[src/design/utf16_to_utf8_transcoder_assert.svh]
// ----------------------------------------------------------------------------
// UTF-16 to UTF-8 transcoder assertion macros
// Short forms for the concurrent checks at the end of the top level.
// ----------------------------------------------------------------------------
`ifndef UTF16_TO_UTF8_TRANSCODER_ASSERT_SVH
`define UTF16_TO_UTF8_TRANSCODER_ASSERT_SVH

// same-cycle implication
`define UTT_ASSERT_NOW(label, clk, rst_n, ante, cons, msg) \
	label: assert property (@(posedge clk) disable iff (!rst_n) (ante) |-> (cons)) \
		else $error(msg);

// next-cycle implication
`define UTT_ASSERT_NEXT(label, clk, rst_n, ante, cons, msg) \
	label: assert property (@(posedge clk) disable iff (!rst_n) (ante) |=> (cons)) \
		else $error(msg);

`endif

[src/design/utt_pkg.sv]
`timescale 1ns / 1ps
// ----------------------------------------------------------------------------
// UTF-16 to UTF-8 transcoder package
// Shared constants, queue entry type, byte phase enum and the UTF-8 encoder.
// ----------------------------------------------------------------------------
package utt_pkg;

	localparam int COUNT_BITS_DEF  = 16;
	localparam int QUEUE_DEPTH_DEF = 4;

	localparam int          CFG_INDEX_W      = 2;
	localparam logic [1:0]  REG_BE_DEFAULT   = 2'd0;
	localparam logic [1:0]  REG_OUT_CAPACITY = 2'd1;
	localparam logic [15:0] CAPACITY_RESET   = 16'd256;

	localparam logic [15:0] HIGH_FIRST = 16'hD800;
	localparam logic [15:0] HIGH_LAST  = 16'hDBFF;
	localparam logic [15:0] LOW_FIRST  = 16'hDC00;
	localparam logic [15:0] LOW_LAST   = 16'hDFFF;
	localparam logic [20:0] REPL_CHAR  = 21'h00FFFD;
	localparam logic [20:0] SUPP_BASE  = 21'h010000;
	localparam logic [7:0]  BOM_FE     = 8'hFE;
	localparam logic [7:0]  BOM_FF     = 8'hFF;

	// where we are within the current code unit
	typedef enum logic [1:0] {
		PH_FIRST_A,
		PH_FIRST_B,
		PH_NEXT_A,
		PH_NEXT_B
	} utt_phase_t;

	typedef struct packed {
		logic [2:0]      len;
		logic [3:0][7:0] bytes;
	} utt_enc_t;

	// one queue entry: all output beats caused by one input byte
	typedef struct packed {
		logic [5:0][7:0] data;
		logic [2:0]      n_bytes;
		logic            is_end;
		logic            trunc;
		logic [15:0]     base_len;
	} utt_entry_t;

	function automatic utt_enc_t utt_encode(input logic [20:0] cp);
		utt_enc_t e;
		e.bytes = '0;
		e.len   = 3'd1;
		priority if (cp < 21'h000080) begin
			e.len      = 3'd1;
			e.bytes[0] = cp[7:0];
		end else if (cp < 21'h000800) begin
			e.len      = 3'd2;
			e.bytes[0] = {3'b110, cp[10:6]};
			e.bytes[1] = {2'b10, cp[5:0]};
		end else if (cp < 21'h010000) begin
			e.len      = 3'd3;
			e.bytes[0] = {4'b1110, cp[15:12]};
			e.bytes[1] = {2'b10, cp[11:6]};
			e.bytes[2] = {2'b10, cp[5:0]};
		end else begin
			e.len      = 3'd4;
			e.bytes[0] = {5'b11110, cp[20:18]};
			e.bytes[1] = {2'b10, cp[17:12]};
			e.bytes[2] = {2'b10, cp[11:6]};
			e.bytes[3] = {2'b10, cp[5:0]};
		end
		return e;
	endfunction

endpackage

[src/design/utt_queue.sv]
`timescale 1ns / 1ps
// ----------------------------------------------------------------------------
// UTF-16 to UTF-8 transcoder queue
// Small FIFO of decoded entries between the front and the serializer.
// ----------------------------------------------------------------------------
module utt_queue #(
	parameter int DEPTH = utt_pkg::QUEUE_DEPTH_DEF
) (
	input  logic                clk,
	input  logic                arst_n,
	input  logic                push,
	input  utt_pkg::utt_entry_t push_entry,
	output logic                full,
	input  logic                pop,
	output logic                nonempty,
	output utt_pkg::utt_entry_t head
);
	localparam int PTR_W = (DEPTH > 1) ? $clog2(DEPTH) : 1;
	localparam int CNT_W = $clog2(DEPTH + 1);

	utt_pkg::utt_entry_t mem_q [DEPTH];
	logic [PTR_W-1:0] wr_q, rd_q;
	logic [CNT_W-1:0] cnt_q;
	logic do_push, do_pop;

	assign full     = (cnt_q == CNT_W'(DEPTH));
	assign nonempty = (cnt_q != '0);
	assign do_push  = push && !full;
	assign do_pop   = pop && nonempty;
	assign head     = mem_q[rd_q];

	always_ff @(posedge clk) begin
		if (do_push) begin
			mem_q[wr_q] <= push_entry;
		end
	end

	always_ff @(posedge clk or negedge arst_n) begin
		if (!arst_n) begin
			wr_q  <= '0;
			rd_q  <= '0;
			cnt_q <= '0;
		end else begin
			if (do_push) begin
				wr_q <= (wr_q == PTR_W'(DEPTH - 1)) ? '0 : wr_q + PTR_W'(1);
			end
			if (do_pop) begin
				rd_q <= (rd_q == PTR_W'(DEPTH - 1)) ? '0 : rd_q + PTR_W'(1);
			end
			if (do_push && !do_pop) begin
				cnt_q <= cnt_q + CNT_W'(1);
			end else if (do_pop && !do_push) begin
				cnt_q <= cnt_q - CNT_W'(1);
			end
		end
	end

endmodule

[src/design/utt_front.sv]
`timescale 1ns / 1ps
// ----------------------------------------------------------------------------
// UTF-16 to UTF-8 transcoder front end
// Pairs bytes into units, handles byte-order mark and surrogates, checks room
// and encodes up to two code points per input beat into one queue entry.
// ----------------------------------------------------------------------------
module utt_front #(
	parameter int COUNT_BITS = utt_pkg::COUNT_BITS_DEF
) (
	input  logic                clk,
	input  logic                arst_n,
	input  logic                in_valid,
	input  logic [7:0]          src_byte,
	input  logic                last_byte,
	input  logic                be_default,
	input  logic [15:0]         capacity,
	input  logic                q_full,
	output logic                push,
	output utt_pkg::utt_entry_t push_entry
);
	localparam int SUM_W = ((COUNT_BITS > 16) ? COUNT_BITS : 16) + 1;

	utt_pkg::utt_phase_t phase_q, phase_d;
	logic [7:0]            held_q;
	logic                  use_be_q;
	logic [9:0]            pend_hi_q;
	logic                  pend_q;
	logic [COUNT_BITS-1:0] wc_q;
	logic                  halted_q, stopped_q;

	logic              accept, active, is_bom, do_unit;
	logic [15:0]       unit;
	logic              is_low, is_high, is_zero;
	logic [20:0]       pair_cp, cp1, cp2;
	utt_pkg::utt_enc_t enc1, enc2;
	logic [SUM_W-1:0]  wc_ext, s1, base2, s2;
	logic              slot1, fits1, halt1, normal, pend_mid, stop_new;
	logic              e_norm, e_tail, slot2, fits2, halt2, w1, w2, halt_new;
	logic [COUNT_BITS-1:0] wc_new;

	assign accept = in_valid && !q_full;
	assign active = !halted_q && !stopped_q;

	always_comb begin
		phase_d = phase_q;
		if (accept) begin
			if (last_byte) begin
				phase_d = utt_pkg::PH_FIRST_A;
			end else if (active) begin
				unique case (phase_q)
					utt_pkg::PH_FIRST_A: phase_d = utt_pkg::PH_FIRST_B;
					utt_pkg::PH_FIRST_B: phase_d = utt_pkg::PH_NEXT_A;
					utt_pkg::PH_NEXT_A:  phase_d = utt_pkg::PH_NEXT_B;
					utt_pkg::PH_NEXT_B:  phase_d = utt_pkg::PH_NEXT_A;
				endcase
			end
		end
	end

	always_comb begin
		unit    = use_be_q ? {held_q, src_byte} : {src_byte, held_q};
		is_bom  = (phase_q == utt_pkg::PH_FIRST_B) &&
			(((held_q == utt_pkg::BOM_FF) && (src_byte == utt_pkg::BOM_FE)) ||
			 ((held_q == utt_pkg::BOM_FE) && (src_byte == utt_pkg::BOM_FF)));
		do_unit = active && (((phase_q == utt_pkg::PH_FIRST_B) && !is_bom) ||
			(phase_q == utt_pkg::PH_NEXT_B));
		is_low  = (unit >= utt_pkg::LOW_FIRST) && (unit <= utt_pkg::LOW_LAST);
		is_high = (unit >= utt_pkg::HIGH_FIRST) && (unit <= utt_pkg::HIGH_LAST);
		is_zero = (unit == 16'd0);

		// first slot: whatever the held high surrogate turns into
		pair_cp = utt_pkg::SUPP_BASE + 21'({pend_hi_q, unit[9:0]});
		slot1   = do_unit && pend_q;
		cp1     = is_low ? pair_cp : utt_pkg::REPL_CHAR;
		enc1    = utt_pkg::utt_encode(cp1);
		wc_ext  = SUM_W'(wc_q);
		s1      = wc_ext + SUM_W'(enc1.len);
		fits1   = (s1 < SUM_W'(capacity)) && (s1[SUM_W-1:COUNT_BITS] == '0);
		halt1   = slot1 && !fits1;

		normal   = do_unit && !(pend_q && is_low) && !halt1;
		pend_mid = do_unit ? (normal && is_high) : pend_q;
		stop_new = stopped_q || (normal && is_zero);

		// second slot: the unit itself, or a high surrogate left at string end
		e_norm = normal && !is_zero && !is_high;
		e_tail = last_byte && pend_mid && !halted_q && !halt1 && !stop_new;
		slot2  = e_norm || e_tail;
		cp2    = (e_norm && !is_low) ? 21'(unit) : utt_pkg::REPL_CHAR;
		enc2   = utt_pkg::utt_encode(cp2);
		base2  = slot1 ? s1 : wc_ext;
		s2     = base2 + SUM_W'(enc2.len);
		fits2  = (s2 < SUM_W'(capacity)) && (s2[SUM_W-1:COUNT_BITS] == '0);
		halt2  = slot2 && !fits2;

		w1       = slot1 && fits1;
		w2       = slot2 && fits2;
		halt_new = halted_q || halt1 || halt2;
		wc_new   = w2 ? s2[COUNT_BITS-1:0] : (w1 ? s1[COUNT_BITS-1:0] : wc_q);

		push_entry.data = '0;
		for (int k = 0; k < 4; k++) begin
			if (w1) begin
				push_entry.data[k] = enc1.bytes[k];
			end
		end
		// a second code point only ever follows a three-byte replacement
		for (int k = 0; k < 3; k++) begin
			if (w2) begin
				if (w1) begin
					push_entry.data[k + 3] = enc2.bytes[k];
				end else begin
					push_entry.data[k] = enc2.bytes[k];
				end
			end
		end
		push_entry.n_bytes  = (w1 ? enc1.len : 3'd0) + (w2 ? enc2.len : 3'd0);
		push_entry.is_end   = last_byte;
		push_entry.trunc    = halt_new;
		push_entry.base_len = wc_ext[15:0];

		push = accept && (last_byte || w1 || w2);
	end

	always_ff @(posedge clk) begin
		if (accept && active) begin
			if (phase_q == utt_pkg::PH_FIRST_A || phase_q == utt_pkg::PH_NEXT_A) begin
				held_q <= src_byte;
			end
			if (phase_q == utt_pkg::PH_FIRST_A) begin
				use_be_q <= be_default;
			end else if (is_bom) begin
				use_be_q <= (held_q == utt_pkg::BOM_FE);
			end
			if (normal && is_high) begin
				pend_hi_q <= unit[9:0];
			end
		end
	end

	always_ff @(posedge clk or negedge arst_n) begin
		if (!arst_n) begin
			phase_q   <= utt_pkg::PH_FIRST_A;
			pend_q    <= 1'b0;
			wc_q      <= '0;
			halted_q  <= 1'b0;
			stopped_q <= 1'b0;
		end else begin
			phase_q <= phase_d;
			if (accept) begin
				if (last_byte) begin
					pend_q    <= 1'b0;
					wc_q      <= '0;
					halted_q  <= 1'b0;
					stopped_q <= 1'b0;
				end else begin
					pend_q    <= pend_mid;
					wc_q      <= wc_new;
					halted_q  <= halt_new;
					stopped_q <= stop_new;
				end
			end
		end
	end

endmodule

[src/design/utt_back.sv]
`timescale 1ns / 1ps
// ----------------------------------------------------------------------------
// UTF-16 to UTF-8 transcoder serializer
// Walks the head one beat per unstalled cycle into a registered output stage.
// ----------------------------------------------------------------------------
module utt_back (
	input  logic                clk,
	input  logic                arst_n,
	input  logic                q_nonempty,
	input  utt_pkg::utt_entry_t q_head,
	output logic                q_pop,
	output logic                out_valid,
	input  logic                out_stall,
	output logic [7:0]          out_byte,
	output logic                byte_valid,
	output logic                end_of_string,
	output logic [15:0]         out_length,
	output logic                truncated
);
	logic [2:0]  idx_q;
	logic        out_valid_q;
	logic [7:0]  byte_q;
	logic        bvalid_q, eos_q, trunc_q;
	logic [15:0] len_q;

	logic is_data, last_item, load;

	assign is_data   = (idx_q < q_head.n_bytes);
	assign last_item = q_head.is_end ? (idx_q == q_head.n_bytes)
		: (idx_q == q_head.n_bytes - 3'd1);
	// output stage refills when empty or as its beat leaves
	assign load  = q_nonempty && (!out_valid_q || !out_stall);
	assign q_pop = load && last_item;

	always_ff @(posedge clk) begin
		if (load) begin
			byte_q   <= is_data ? q_head.data[idx_q] : 8'd0;
			bvalid_q <= is_data;
			eos_q    <= !is_data;
			len_q    <= q_head.base_len + 16'(idx_q) + (is_data ? 16'd1 : 16'd0);
			trunc_q  <= !is_data && q_head.trunc;
		end
	end

	always_ff @(posedge clk or negedge arst_n) begin
		if (!arst_n) begin
			idx_q       <= '0;
			out_valid_q <= 1'b0;
		end else begin
			if (q_pop) begin
				idx_q <= '0;
			end else if (load) begin
				idx_q <= idx_q + 3'd1;
			end
			if (load) begin
				out_valid_q <= 1'b1;
			end else if (!out_stall) begin
				out_valid_q <= 1'b0;
			end
		end
	end

	assign out_valid     = out_valid_q;
	assign out_byte      = byte_q;
	assign byte_valid    = bvalid_q;
	assign end_of_string = eos_q;
	assign out_length    = len_q;
	assign truncated     = trunc_q;

endmodule

[src/design/utf16_to_utf8_transcoder.sv]
`timescale 1ns / 1ps
// ----------------------------------------------------------------------------
// UTF-16 to UTF-8 transcoder
// Takes a UTF-16 string one byte per beat and returns its UTF-8 bytes, then
// one end beat that carries the final length and the truncation flag. Input
// bytes are taken one per cycle as long as the entry queue (QUEUE_DEPTH
// entries, one per input byte that yields output) has room; the front decodes
// and encodes a byte in the cycle it arrives. The serializer behind the queue
// sends one output beat per cycle while out_stall is low. One input byte
// yields up to six UTF-8 bytes, where a stray high surrogate is followed by a
// three-byte unit; input bytes that yield nothing add no output beats. The
// first output passes through the queue and the registered output stage.
// No clearing pass after reset. Configuration writes are taken at any time,
// one per cycle.
// ----------------------------------------------------------------------------
`include "utf16_to_utf8_transcoder_assert.svh"

module utf16_to_utf8_transcoder #(
	parameter int COUNT_BITS  = utt_pkg::COUNT_BITS_DEF,
	parameter int QUEUE_DEPTH = utt_pkg::QUEUE_DEPTH_DEF
) (
	input  logic                            clk,
	input  logic                            arst_n,
	input  logic                            cfg_valid,
	output logic                            cfg_ready,
	input  logic [utt_pkg::CFG_INDEX_W-1:0] cfg_index,
	input  logic [15:0]                     cfg_data,
	input  logic                            in_valid,
	output logic                            in_stall,
	input  logic [7:0]                      src_byte,
	input  logic                            last_byte,
	output logic                            out_valid,
	input  logic                            out_stall,
	output logic [7:0]                      out_byte,
	output logic                            byte_valid,
	output logic                            end_of_string,
	output logic [15:0]                     out_length,
	output logic                            truncated
);
	logic                be_default_q;
	logic [15:0]         capacity_q;
	logic                q_full, q_nonempty, q_push, q_pop;
	utt_pkg::utt_entry_t push_entry, q_head;

	assign cfg_ready = 1'b1;
	assign in_stall  = q_full;

	always_ff @(posedge clk or negedge arst_n) begin
		if (!arst_n) begin
			be_default_q <= 1'b0;
			capacity_q   <= utt_pkg::CAPACITY_RESET;
		end else if (cfg_valid && cfg_ready) begin
			unique case (cfg_index)
				utt_pkg::REG_BE_DEFAULT:   be_default_q <= cfg_data[0];
				utt_pkg::REG_OUT_CAPACITY: capacity_q   <= cfg_data;
				default: ;
			endcase
		end
	end

	utt_front #(
		.COUNT_BITS(COUNT_BITS)
	) u_front (
		.clk        (clk),
		.arst_n     (arst_n),
		.in_valid   (in_valid),
		.src_byte   (src_byte),
		.last_byte  (last_byte),
		.be_default (be_default_q),
		.capacity   (capacity_q),
		.q_full     (q_full),
		.push       (q_push),
		.push_entry (push_entry)
	);

	utt_queue #(
		.DEPTH(QUEUE_DEPTH)
	) u_queue (
		.clk        (clk),
		.arst_n     (arst_n),
		.push       (q_push),
		.push_entry (push_entry),
		.full       (q_full),
		.pop        (q_pop),
		.nonempty   (q_nonempty),
		.head       (q_head)
	);

	utt_back u_back (
		.clk           (clk),
		.arst_n        (arst_n),
		.q_nonempty    (q_nonempty),
		.q_head        (q_head),
		.q_pop         (q_pop),
		.out_valid     (out_valid),
		.out_stall     (out_stall),
		.out_byte      (out_byte),
		.byte_valid    (byte_valid),
		.end_of_string (end_of_string),
		.out_length    (out_length),
		.truncated     (truncated)
	);

	// data beats are only sent while the string still has room
	`UTT_ASSERT_NOW(a_data_not_trunc, clk, arst_n,
		out_valid && byte_valid, !truncated, "data beat flagged truncated")

	// after a data beat the length steps by one, or holds on the end beat
	`UTT_ASSERT_NEXT(a_len_step, clk, arst_n,
		out_valid && !out_stall && byte_valid,
		!out_valid || (byte_valid ? (out_length == $past(out_length) + 16'd1)
			: (out_length == $past(out_length))),
		"output length out of step")

	// a new string restarts the count
	`UTT_ASSERT_NEXT(a_len_restart, clk, arst_n,
		out_valid && !out_stall && end_of_string,
		!out_valid || !byte_valid || (out_length == 16'd1),
		"length not restarted after end beat")

endmodule
[config.mk]
export PLATFORM = sky130hd
export DESIGN_NAME = utf16_to_utf8_transcoder
export DESIGN_NICKNAME = d
export VERILOG_FILES = /design/src/design/utt_pkg.sv /design/src/design/utt_queue.sv /design/src/design/utt_front.sv /design/src/design/utt_back.sv /design/src/design/utf16_to_utf8_transcoder.sv
export VERILOG_INCLUDE_DIRS = /design/src /design/src/design
export SDC_FILE = /design/constraint.sdc
export NUM_CORES = 1
export LEC_CHECK = 0
export ABC_CLOCK_PERIOD_IN_PS = 9600
export BUFFER_PORTS_ARGS = -buffer_cell sky130_fd_sc_hd__buf_4
export CAP_MARGIN = 15
export CORE_ASPECT_RATIO = 1.4
export CORE_MARGIN = 1.5
export CORE_UTILIZATION = 40
export CTS_BUF_LIST = sky130_fd_sc_hd__clkbuf_4
export DETAILED_ROUTE_END_ITERATION = 6
export GPL_TIMING_DRIVEN = 1
export PLACE_DENSITY_LB_ADDON = 0.1
export SLEW_MARGIN = 0
export SYNTH_ARGS = -nofsm -noshare
export SYNTH_HDL_FRONTEND = slang
export SYNTH_HIERARCHICAL = 1
export SYNTH_SLANG_ARGS = --single-unit
[constraint.sdc]
create_clock -name clk -period 9.6 [get_ports clk]
set_input_delay 0.96 -clock clk [delete_from_list [all_inputs] [get_ports clk]]
set_output_delay 0.96 -clock clk [all_outputs]
set_load 0.02 [all_outputs]
* Yosys cells after proc, flatten, opt, wreduce, memory -nomap -nowiden *
Memories as Yosys holds them, arrays and structs flattened.
Cells that the tools add are included.
W data, S select, Z words.

operators by class
  eq/ne operators = 14
  magnitude comparators = 14
  reductions and logical operators = 81
  add/sub/neg operators = 12
  bitwise logic cells = 2
  mux-type cells = 67

operator list
  kind                      count
  $mux W8                   21
  $mux W16                  9
  $mux W24                  3
  $mux W22                  2
  $lt A21 B12 Y1 const B    2
  $lt A21 B17 Y1 const B    2
  $lt A21 B8 Y1 const B     2
  $logic_and A1 B1 Y1       37
  $mux W3                   12
  $lt A17 B16 Y1            2
  $eq A8 B8 Y1 const B      4
  $ge A16 B16 Y1 const B    2
  $le A16 B16 Y1 const B    2
  $bmux W8 S3               1
  $add A17 B20 Y21 const A  1
  $mux W21                  1
  $add A16 B3 Y17           1
  $add A17 B3 Y17           1
  $logic_not A1 Y1          17
  $mux W17                  1
  $add A16 B16 Y16          1
  $add A16 B3 Y16           1
  $logic_not A16 Y1         1
  $reduce_and A2 Y1         7
  other kinds (20)          57

storage, ports and cells
  RAM bits = 276
  register bits = 95
  memories = 1
  input bits = 32
  logic and storage cells = 211
  output and inout port bits = 30

memory list
  name           words  bits a word  rd ports  clocked after Yosys merged registers in  wr ports  line             source
  u_queue.mem_q  4      69           1         0                                        1         utt_queue.sv:21  utt_pkg::utt_entry_t mem_q [DEPTH];

* Longest topological paths before layout *
Gate-level depths: netlist of the first run.

  depth in word-level cells = 34
  mapped depth = 52

* By module *
The synthesis of the first run kept the hierarchy.

by module, submodules not included
  module                    cells an instance  times used  area each (um^2)
  utt_queue                 398                1           10485.1
  utt_front                 727                1           5507.8
  utt_back                  150                1           1924.3
  utf16_to_utf8_transcoder  39                 1           705.7

* Least setup slack after synthesis of the first run *
OpenSTA, ideal clock, no wires.

  kind = input port to flip-flop
  start = input port src_byte[3]
  end = memory u_queue/mem_q[0][0] (netlist bit), enable pin
  data arrival time = 10.631 ns
  data required time = 9.165 ns
  stages = 42
  slack = -1.466 ns
  cells stage by stage = and4_1 -> a2bb2oi_1 -> or2_2 -> or4_1 -> or3_1 -> clkbuf_1 -> and2_1 -> ha_1 -> and3_1 -> or3_1 -> buf_2 -> nand2b_1 -> xnor2_1 -> ha_1 -> a21oi_1 -> nand2_1 -> a221o_1 -> o311a_1 -> [6 not listed] -> and2_1 -> nand4_1 -> o22ai_2 -> a31oi_1 -> xnor2_1 -> ha_1 -> a21o_1 -> a21o_1 -> a21oi_1 -> o21ai_0 -> nand4b_1 -> nor3_4 -> o31ai_1 -> buf_4 -> inv_1 -> nor2b_1 -> buf_2 -> and2_1

between the ends
  cells in the longest elaborated chain, start to end = 32

RTL lines
  item                                                     line                            source
  start, declared                                          utf16_to_utf8_transcoder.sv:30  input logic [7:0] src_byte,
  $mux W16                                                 utt_front.sv:61                 unit = use_be_q ? {held_q, src_byte} : {src_byte, held_q};
  $ge A16 B16 Y1 / $le A16 B16 Y1 (equally long branches)  utt_front.sv:67                 is_low = (unit >= utt_pkg::LOW_FIRST) && (unit <= utt_pkg::LOW_LAST);
  $logic_and A1 B1 Y1                                      utt_front.sv:67
  $mux W21                                                 utt_front.sv:74                 cp1 = is_low ? pair_cp : utt_pkg::REPL_CHAR;
  $lt A21 B17 Y1                                           utt_pkg.sv:58                   end else if (cp < 21'h010000) begin
  $mux W3                                                  utt_pkg.sv:58
  $mux W3                                                  utt_pkg.sv:54                   end else if (cp < 21'h000800) begin
  $mux W3                                                  utt_pkg.sv:51                   priority if (cp < 21'h000080) begin
  [18 not listed]                                          -
  $logic_and A1 B1 Y1                                      utt_front.sv:97                 w2 = slot2 && fits2;
  $logic_or A1 B1 Y1 (*)                                   utt_front.sv:122                push = accept && (last_byte || w1 || w2);
  $logic_and A1 B1 Y1 (*)                                  utt_front.sv:122
  net q_push                                               utf16_to_utf8_transcoder.sv:42  logic q_full, q_nonempty, q_push, q_pop;
  $logic_and A1 B1 Y1 (*)                                  utt_queue.sv:28                 assign do_push = push && !full;
  net u_queue.do_push                                      utt_queue.sv:24                 logic do_push, do_pop;
  $mux W1 (*)                                              utt_queue.sv:33                 if (do_push) begin
  $mux W1 (not written as such) (*)                        utt_queue.sv:34                 mem_q[wr_q] <= push_entry;
  end, declared                                            utt_queue.sv:21

The timed path passes the listed nets; every way through them passes the cells marked *.

* Worst setup path after layout of the first run *
  start = register u_front.held_q[6]
  end = memory u_queue/mem_q[1][59] (netlist bit), enable pin

between the ends
  cells in the longest elaborated chain, start to end = 32

RTL lines
  item                                                     line                            source
  start, declared                                          utt_front.sv:24                 logic [7:0] held_q;
  start signal, assigned                                   utt_front.sv:128                held_q <= src_byte;
  $mux W16                                                 utt_front.sv:61
  $ge A16 B16 Y1 / $le A16 B16 Y1 (equally long branches)  utt_front.sv:67
  $logic_and A1 B1 Y1                                      utt_front.sv:67
  $mux W21                                                 utt_front.sv:74
  $lt A21 B17 Y1                                           utt_pkg.sv:58
  $mux W3                                                  utt_pkg.sv:58
  $mux W3                                                  utt_pkg.sv:54
  $mux W3                                                  utt_pkg.sv:51
  [17 not listed]                                          -
  $logic_and A1 B1 Y1                                      utt_front.sv:93                 fits2 = (s2 < SUM_W'(capacity)) && (s2[SUM_W-1:COUNT_BITS] == '0);
  $logic_and A1 B1 Y1                                      utt_front.sv:97
  $logic_or A1 B1 Y1 (*)                                   utt_front.sv:122
  $logic_and A1 B1 Y1 (*)                                  utt_front.sv:122
  net q_push                                               utf16_to_utf8_transcoder.sv:42
  $logic_and A1 B1 Y1 (*)                                  utt_queue.sv:28
  $mux W1 (*)                                              utt_queue.sv:33
  $mux W1 (not written as such) (*)                        utt_queue.sv:34

Marked as above.

==> reports/summary.txt, run 1 <==
Met3 GRT Util = 3.19%
Synthesized area = 18600 µm²
Clock Power Share = 22.6%
Row count = 93
Layout Cells excl Fill = 2246
Routability cong. = 0.893
Most used routing layer = met2
Area growth syn-to-layout = 18.8%
Vias in the first global route = 12700
Initial drt markers = 860
DPL Wire Length = 33600 µm
Lkg Pwr = 8.48 nW
GRT Overall Usage = 20.6%
Die width = 185 µm
Peak VDD IR = 0.121 mV
Via count = 12200
Slew margin rel. = 35.1%
Drt drc = 0
CP arrival = 9.65 ns
Final Hold Violating Endpoints = 0
Switching share of power = 33.8%
Worst Max-Slew Pin Slew = 0.970 ns
P per Cell Area = 263 nW/µm²
Crit path kind = reg2reg
GR Layer Usage met1 = 24.2%
Final Max Tran Viols = 0
Async SR Flop Fraction = 13.2%
Mapped Cells = 1314
Die ar. = 47900 µm²
# IOs = 62
Initial antenna violation count = 3
First-pass GRT wire length = 73800 µm
Chip height = 258 µm
Sink Count = 371
Cell variety after synth = 92
Worst path bufs/invs = 5
Gate power share = 37.0%
Final Cycle Share = 96.0%
Post-route antenna net violation count = 0
Placed cells = 2064
Yosys warns = 6
Largest net degree at the start of global routing = 56
CP Launch Type = flip-flop
Internal Power = 0.00386 W
Register area share after synthesis = 58.5%
Wire length per cell = 21.5 µm
Largest cells by area after synthesis = edfxtp_1 (52%), mux4_2 (8.3%), dfrtp_1 (6.4%), ha_1 (3.4%), nor2_1 (1.8%)
Nets = 1642
Syn_area_per_cell = 14.2 µm²
Layout cells sized above 1 = 33.6%
Total grt overflow = 0
Clock Skews = 0.0863 ns
Max cap viols = 0
Post-layout min period = 9.21 ns
DR vias/cell = 5.45
WHS = 0.175 ns
P_sw = 0.00197 W
H-tree levels = 3
Power share of the sequential group = 40.5%
Port Buffers = 60
Final setup fails = 0
Yosys reg bits = 371
Later-pin clock latency in the skew report = 0.81 ns
Required time of the critical path = 10.03 ns
Fillers = 4155
CTS hold repair buffers = 0
Share of the synthesized area in the top cell type = 51.9%
GR Util met2 = 37.0%
Clock root buffer = clkbuf_4
Routed WL = 48300 µm
Status = finished, final reports clean
Core box area = 46000 µm²
Initial core utilization = 40.5%
Critical-path maximum fanout = 10
Most frequent cells after synthesis = edfxtp_1 (322), nor2_1 (91), nand2_1 (76)
Most numerous cell on the critical path = buf_4
Cell family with most CP delay = simple AND/OR/NAND/NOR gates
Bufs on Longest Clock Path = 3
Hold WC Path Type = in2async
Setup crit end kind = flip-flop
Largest area contributor in the netlist = edfxtp_1
First-pass iteration count of the detailed router = 6
Final Util = 48.1%
Max Fclk = 109 MHz
CP peak stage delay = 0.58 ns
CTS tree = done
Most common cell in the netlist = edfxtp_1
EDFF count, synth = 322
TritonCTS buffer count = 91
Worst-path clk slew = 0.07 ns
Most used DFF post-synth = edfxtp_1
Critical path's slowest cell = or4_4
## worst register-to-register path: cells and delay by family (launching register included)
kind | cells | cell delay [ns]
DFF | 1 | 0.40
adders and majority gates | 6 | 1.66
buffers and inverters | 5 | 0.71
AOI/OAI and AO/OA | 13 | 2.45
xor gates and xnor gates | 2 | 0.30
and+or+nand+nor | 17 | 3.31
## layout by cell type (no fill, tap or decap), types with 9 or more instances in the layout
| cell | count |
|---|---|
| a22oi_1 | 9 |
| mux2i_1 | 26 |
| nand2_1 | 74 |
| o2bb2ai_1 | 10 |
| xor2_1 | 20 |
| nand4_1 | 14 |
| a211oi_1 | 13 |
| mux2_4 | 12 |
| clkbuf_4 | 139 |
| a21o_1 | 12 |
| ha_1 | 45 |
| o31ai_1 | 9 |
| nor3_1 | 12 |
| buf_12 | 12 |
| and2_1 | 21 |
| a21oi_1 | 54 |
| mux2_2 | 24 |
| xnor2_1 | 29 |
| dfrtp_1 | 46 |
| inv_1 | 50 |
| o21ai_0 | 38 |
| nor2_1 | 89 |
| edfxtp_1 | 322 |
| nor2b_1 | 9 |
| buf_4 | 211 |
| nand3_1 | 26 |
| mux4_2 | 69 |
| clkinv_1 | 18 |
| and3_1 | 9 |
| nor4_1 | 11 |
## metrics by stage
step / area (µm²) / total power (W) / setup WS, ns / TNS [ns]
after global placement: 20700 / 0.00453 / -0.285 / -64.95
after global routing: 22100 / 0.00618 / -0.0432 / -0.0478
after floorplan: 18700 / 0.00381 / 0.0191 / 0
final: 22100 / 0.00583 / 0.385 / 0
after CTS: 21900 / 0.00590 / 0.0388 / 0
after detailed placement: 20700 / 0.00456 / -0.450 / -117.68
## final cells by class
cell class | instances | area (µm²) | area share, %
repair buffers | 225 | 1850 | 8.35
diodes | 2 | 5.00 | 0.0226
inverters | 51 | 191 | 0.865
well taps | 617 | 772 | 3.49
multi-input cells | 814 | 7210 | 32.6
clock buffers | 139 | 1040 | 4.72
flip-flops and latches | 371 | 10900 | 49.3
clock inverters | 27 | 146 | 0.662
## cell families after synthesis
kind of cell	Yosys count	share of synthesized area [%]
muxes	140	13.3
adders and majority gates	56	4.00
buffers and inverters	132	4.03
and+or+nand+nor	331	9.15
AOI/OAI and AO/OA	230	8.39
other	2	0.0403
xor gates and xnor gates	52	2.52
DFF	371	58.5
## sequential cells by signal, indices dropped and copies added (netlist names), 2 cells and up
register	cells
u_back/out_byte	8
u_queue/cnt_q	3
u_queue/mem_q	276
u_back/out_length	16
u_front/pend_hi_q	10
u_front/wc_q	16
u_front/phase_q	2
u_front/held_q	8
u_queue/rd_q	2
u_queue/wr_q	2
capacity_q	16
u_back/idx_q	3
## power groups by stage
stage | registers (W) | logic, W | clock network [W]
after floorplan | 0.00236 | 0.00145 | 0
after global placement | 0.00239 | 0.00213 | 0
after detailed placement | 0.00240 | 0.00216 | 0
after CTS | 0.00237 | 0.00217 | 0.00137
after global routing | 0.00240 | 0.00234 | 0.00144
final | 0.00236 | 0.00215 | 0.00131
## repair_timing
action                                  CTS  global route
endpoints found under the setup margin   57           471
cloned                                    0             0
resized for setup                         1            31
buffers inserted                          0            14
pin swaps                                 0            26
## metal layers
metal / wire, µm / share of wire [%]
met1: 19000 / 39
met2: 25700 / 53
met3: 2020 / 4.2
met4: 1580 / 3.3
met5: 13 / 0.027
## worst paths after layout
check / start / endpoint / slack [ns] / cells after the start
max reg2reg: u_front/held_q[6] / u_queue/mem_q[1][59] / 0.39 / 43
min in group clk: cfg_data[15] / capacity_q[15] / 0.38 / 2
max: u_front/held_q[6] / u_queue/mem_q[1][59] / 0.39 / 43
max in group asynchronous: arst_n / u_queue/rd_q[0] / 8.74 / 1
min: arst_n / u_front/wc_q[13] / 0.18 / 1
min reg2reg: u_queue/cnt_q[2] / u_queue/cnt_q[2] / 0.49 / 1
No activity file was read; power rests on OpenSTA's default activity.
==> inputs of run 2 (changes only) <==
- SKIP_LAST_GASP: not set -> 1
- SYNTH_HIERARCHICAL: 1 -> not set
==> reports/summary.txt, run 2 <==
Later-pin clock latency in the skew report = 0.78 ns
Vias in the first global route = 12400
Clock Power Share = 23.3%
DR vias/cell = 5.60
Fillers = 3956
Most numerous cell on the critical path = ha_1
Max cap viols = 0
Clock root buffer = clkbuf_4
Post-Route Setup TNS = 0 ns
DPL Wire Length = 34300 µm
Wire length per cell = 22.8 µm
Nets = 1561
Post-route antenna net violation count = 0
Sink Count = 355
First-pass iteration count of the detailed router = 5
Yosys warns = 0
P per Cell Area = 268 nW/µm²
P_sw = 0.00190 W
Final Util = 48.1%
H-tree levels = 3
Port Buffers = 60
CP arrival = 9.81 ns
Core box area = 43000 µm²
GRT Overall Usage = 21.7%
CP Launch Type = flip-flop
Crit path kind = reg2reg
Mapped Cells = 1255
Crit Reg-Reg Startpoint = u_front.pend_hi_q[6]
Most frequent cells after synthesis = edfxtp_1 (306), nand2_1 (79), nor2_1 (76)
Routability cong. = 0.925
Sequential cell area = 10400 µm²
Required time of the critical path = 10.31 ns
Status = finished, final reports clean
Routed WL = 47900 µm
Most frequent cells in the layout = edfxtp_1 (306), buf_4 (179), clkbuf_4 (138), nand2_1 (79), nor2_1 (74)
RSZ-0062 raised after global routing = no
Final Max Tran Viols = 0
Largest register FFs = 260
Synthesized area = 17400 µm²
Clock Skews = 0.0409 ns
Register area share after synthesis = 59.8%
Worst setup startpoint = u_front.pend_hi_q[6]
Critical path's slowest cell = a2111o_1
Post-layout min period = 9.11 ns
Hold WC Path Type = in2async
Commonest non-fill, non-tap cell in the layout = edfxtp_1
Chip height = 250 µm
Die width = 179 µm
Lkg Pwr = 7.76 nW
Peak VDD IR = 0.0971 mV
Internal Power = 0.00366 W
Syn_area_per_cell = 13.9 µm²
Initial antenna violation count = 5
Area growth syn-to-layout = 18.8%
Largest Register = u_queue.mem_q
Slew margin rel. = 40.1%
Switching share of power = 34.2%
Die ar. = 44800 µm²
Final Cycle Share = 94.9%
Yosys reg bits = 355
Initial drt markers = 708
# IOs = 62
Final setup fails = 0
Footprint of the multi-input gates = 6570 µm²
Most used DFF post-synth = edfxtp_1
Share of the synthesized area in the top cell type = 52.7%
Largest cells by area after synthesis = edfxtp_1 (53%), mux4_2 (9.2%), dfrtp_1 (6.9%), ha_1 (3.6%), xnor2_1 (2.0%)
Max Fclk = 110 MHz
Setup crit end kind = flip-flop
First-pass GRT wire length = 74000 µm
Initial core utilization = 40.5%
EDFF count, synth = 306
Async SR Flop Fraction = 13.8%
Most common cell in the netlist = edfxtp_1
Post-Syn Nets = 1343
Drt drc = 0
Total grt overflow = 0
CP peak stage delay = 0.49 ns
Layout cells sized above 1 = 30.8%
TritonCTS buffer count = 90
Gate power share = 35.8%
CTS tree = done
Worst-path clk slew = 0.06 ns
Largest net degree at the start of global routing = 50
Bufs on Longest Clock Path = 3
Critical-path maximum fanout = 4
Worst Max-Slew Pin Slew = 0.894 ns
Via count = 11800
Power share of the sequential group = 40.9%
Cell variety after synth = 83
WHS = 0.237 ns
Final Hold Violating Endpoints = 0
Row count = 90
Largest area contributor in the netlist = edfxtp_1
run 2: cell types whose count changed in the layout (fill, tap and decap cells not counted), moves of 11 or more:
| cell | previous run | this run |
|---|---|---|
| mux2_4 | 12 | 0 |
| nor2_1 | 89 | 74 |
| edfxtp_1 | 322 | 306 |
| o22ai_1 | 7 | 22 |
| nand3_1 | 26 | 45 |
| buf_4 | 211 | 179 |
| and2_1 | 21 | 10 |
run 2: metal layers:
layer  track usage, %  wire, µm  vias to the layer above
met5                0        10                        -
met4             11.5      2340                        2
met3             3.36      1980                      133
met2             39.0     25100                      370
met1             24.8     18500                     5891
li1                 -         -                     5377
run 2: cells by family (layout without fill, tap and decap cells):
family | Yosys count | count (layout) | share of synthesized area [%]
and+or+nand+nor | 315 | 315 | 9.12
other | 1 | 5 | 0.0215
adders and majority gates | 56 | 56 | 4.28
DFF | 355 | 355 | 59.8
muxes | 119 | 119 | 12.1
buffers and inverters | 125 | 417 | 3.03
AOI/OAI and AO/OA | 230 | 230 | 8.92
xor gates and xnor gates | 54 | 54 | 2.76
run 2: worst paths after layout:
check / endpoint / slack [ns] / depth (start not counted)
max in group asynchronous: u_queue.rd_q[0] / 8.80 / 1
max reg2reg: u_queue.cnt_q[2] / 0.49 / 43
min reg2reg: u_queue.cnt_q[2] / 0.49 / 1
min: u_queue.cnt_q[0] / 0.24 / 1
max: u_queue.cnt_q[2] / 0.49 / 43
min in group clk: u_back.out_valid / 0.41 / 3
run 2: area by class of cell:
type / count / share of cell area (%)
diodes: 4 / 0.0483
flip-flops and latches: 355 / 50.3
clock buffers: 138 / 5.00
repair buffers: 193 / 7.80
well taps: 552 / 3.33
clock inverters: 28 / 0.713
multi-input cells: 775 / 31.7
inverters: 58 / 1.05
run 2: through the flow:
stage	cells	area (µm²)	worst slack, ns	total power (W)
after global placement	1929	19500	-0.235	0.00431
after global routing	2103	20700	0.000159	0.00590
final	2103	20700	0.493	0.00556
after floorplan	1255	17500	0.0413	0.00355
after detailed placement	1929	19500	-0.261	0.00433
after CTS	2095	20600	0.262	0.00566
run 2: power by group through the flow:
stage | Sequential (W) | Combinational (W) | Clock, W
2_1_floorplan | 0.00227 | 0.00127 | 0
3_3_place_gp | 0.00231 | 0.00201 | 0
3_5_place_dp | 0.00232 | 0.00202 | 0
4_1_cts | 0.00228 | 0.00202 | 0.00135
5_1_grt | 0.00231 | 0.00217 | 0.00142
6_report | 0.00227 | 0.00199 | 0.00130
run 2: worst max-delay path: cells and delay by family, from the launching register on:
kind / cells / cell delay (ns)
buffers and inverters: 5 / 0.49
adders and majority gates: 9 / 2.73
DFF: 1 / 0.47
and+or+nand+nor: 11 / 1.61
xor gates and xnor gates: 4 / 0.72
AOI/OAI and AO/OA: 14 / 3.02
run 2: repair_timing:
item	CTS	global route
hold buffers	0	0
resized for setup	0	7
endpoints found under the setup margin	0	347
endpoints found under the hold margin	0	0
setup buffers	0	4
==> inputs of run 3 (changes only) <==
- PLACE_DENSITY_LB_ADDON: 0.1 -> not set
==> reports/summary.txt, run 3 (same netlist as run 2, synthesis figures left out) <==
Area growth syn-to-layout = 17.8%
Most numerous cell on the critical path = inv_1
Final WS setup = 0.553 ns
DR vias/cell = 5.50
Initial drt markers = 791
Peak VDD IR = 0.138 mV
Most frequent cells in the layout = edfxtp_1 (306), buf_4 (171), clkbuf_4 (118), nand2_1 (79), nor2_1 (75)
Worst-path clk slew = 0.07 ns
Final setup fails = 0
Final Cycle Share = 94.2%
Hold WC Path Type = in2async
Wire length per cell = 20.3 µm
Later-pin clock latency in the skew report = 0.81 ns
Initial core utilization = 40.5%
CP arrival = 9.52 ns
TritonCTS buffer count = 84
Switching share of power = 33.9%
Pre-CTS setup slack = -0.232 ns
CTS hold repair buffers = 0
Nets = 1542
Port Buffers = 60
Worst path bufs/invs = 7
Post-route antenna net violation count = 0
Required time of the critical path = 10.07 ns
Largest Register = u_queue.mem_q
# IOs = 62
H-tree levels = 3
Crit path kind = reg2reg
CTS tree = done
Critical-path maximum fanout = 4
Drt drc = 0
RSZ-0062 raised after global routing = no
GRT Overall Usage = 19.2%
Critical path's slowest cell = a2111o_1
Largest net degree at the start of global routing = 50
Chip height = 250 µm
Clock Skews = 0.0719 ns
Total chip power = 0.00545 W
DPL Wire Length = 29800 µm
Die width = 179 µm
First-pass iteration count of the detailed router = 5
Via count = 11400
Cell family with most CP delay = compound AO/OA/AOI/OAI gates
CP Launch Type = flip-flop
Die ar. = 44800 µm²
CP peak stage delay = 0.52 ns
Sink Count = 355
Clock Power Share = 23.2%
Slew margin rel. = 25.6%
Final Max Tran Viols = 0
Gate power share = 35.4%
Total grt overflow = 0
Final Hold Violating Endpoints = 0
Status = finished, final reports clean
Max cap viols = 0
P per Cell Area = 265 nW/µm²
P_sw = 0.00185 W
Initial antenna violation count = 1
Row count = 90
Internal Power = 0.00360 W
Post-layout min period = 9.05 ns
WHS = 0.203 ns
Commonest non-fill, non-tap cell in the layout = edfxtp_1
Core box area = 43000 µm²
Power share of the sequential group = 41.4%
Lkg Pwr = 7.66 nW
Routed WL = 42100 µm
Setup crit end kind = flip-flop
Worst Max-Slew Pin Slew = 1.11 ns
Max Fclk = 111 MHz
Vias in the first global route = 12000
Layout cells sized above 1 = 30.0%
Bufs on Longest Clock Path = 3
Routability cong. = 0.915
Clock root buffer = clkbuf_4
First-pass GRT wire length = 67200 µm
Largest register FFs = 260
-- run 3: through the flow --
stage | cells | utilization, % | instance area [µm²] | setup TNS [ns]
after floorplan | 1255 | - | 17500 | 0
after global placement | 1917 | 44.9 | 19300 | -0.0325
after detailed placement | 1917 | 44.9 | 19300 | -9.51
after CTS | 2071 | 47.5 | 20400 | 0
after global routing | 2075 | 47.7 | 20500 | 0
final | 2075 | 47.7 | 20500 | 0
-- run 3: area by class of cell --
| cell class | instances | area, µm² |
|---|---|---|
| fillers | 3860 | 22500 |
| flip-flops and latches | 355 | 10400 |
| multi-input cells | 775 | 6620 |
| repair buffers | 180 | 1460 |
| clock buffers | 118 | 886 |
| well taps | 552 | 691 |
| clock inverters | 36 | 234 |
| inverters | 58 | 218 |
| diodes | 1 | 2.50 |
-- run 3: timing repair --
item / in CTS / in global routing
setup endpoints to repair: 0 / 428
resized for setup: 0 / 16
setup buffers: 0 / 3
-- run 3: per-layer routing --
layer / vias up / track usage, % / share of wire, %
met1: 5619 / 24.2 / 42
li1: 5328 / - / -
met2: 373 / 32.4 / 50
met3: 91 / 3.24 / 5.0
met4: 0 / 8.69 / 3.1
met5: - / 0 / 0
-- run 3: worst paths after layout --
path                            cells past startpoint                   end  slack, ns              from
worst max-delay path                               41  u_queue.mem_q[2][20]       0.55  u_front.use_be_q
worst min-delay path                                1      u_back.out_valid       0.20            arst_n
worst max register to register                     41  u_queue.mem_q[2][20]       0.55  u_front.use_be_q
worst min register to register                      2      u_front.use_be_q       0.50      be_default_q
max in group asynchronous                           1         capacity_q[3]       8.84            arst_n
min in group clk                                    1     u_front.held_q[1]       0.39       src_byte[1]
-- run 3: power groups by stage --
stage          sequential (W)  clock, W  combinational, W
2_1_floorplan         0.00227         0           0.00127
3_3_place_gp          0.00228         0           0.00192
3_5_place_dp          0.00230         0           0.00194
4_1_cts               0.00226   0.00131           0.00195
5_1_grt               0.00229   0.00138           0.00212
6_report              0.00225   0.00126           0.00193
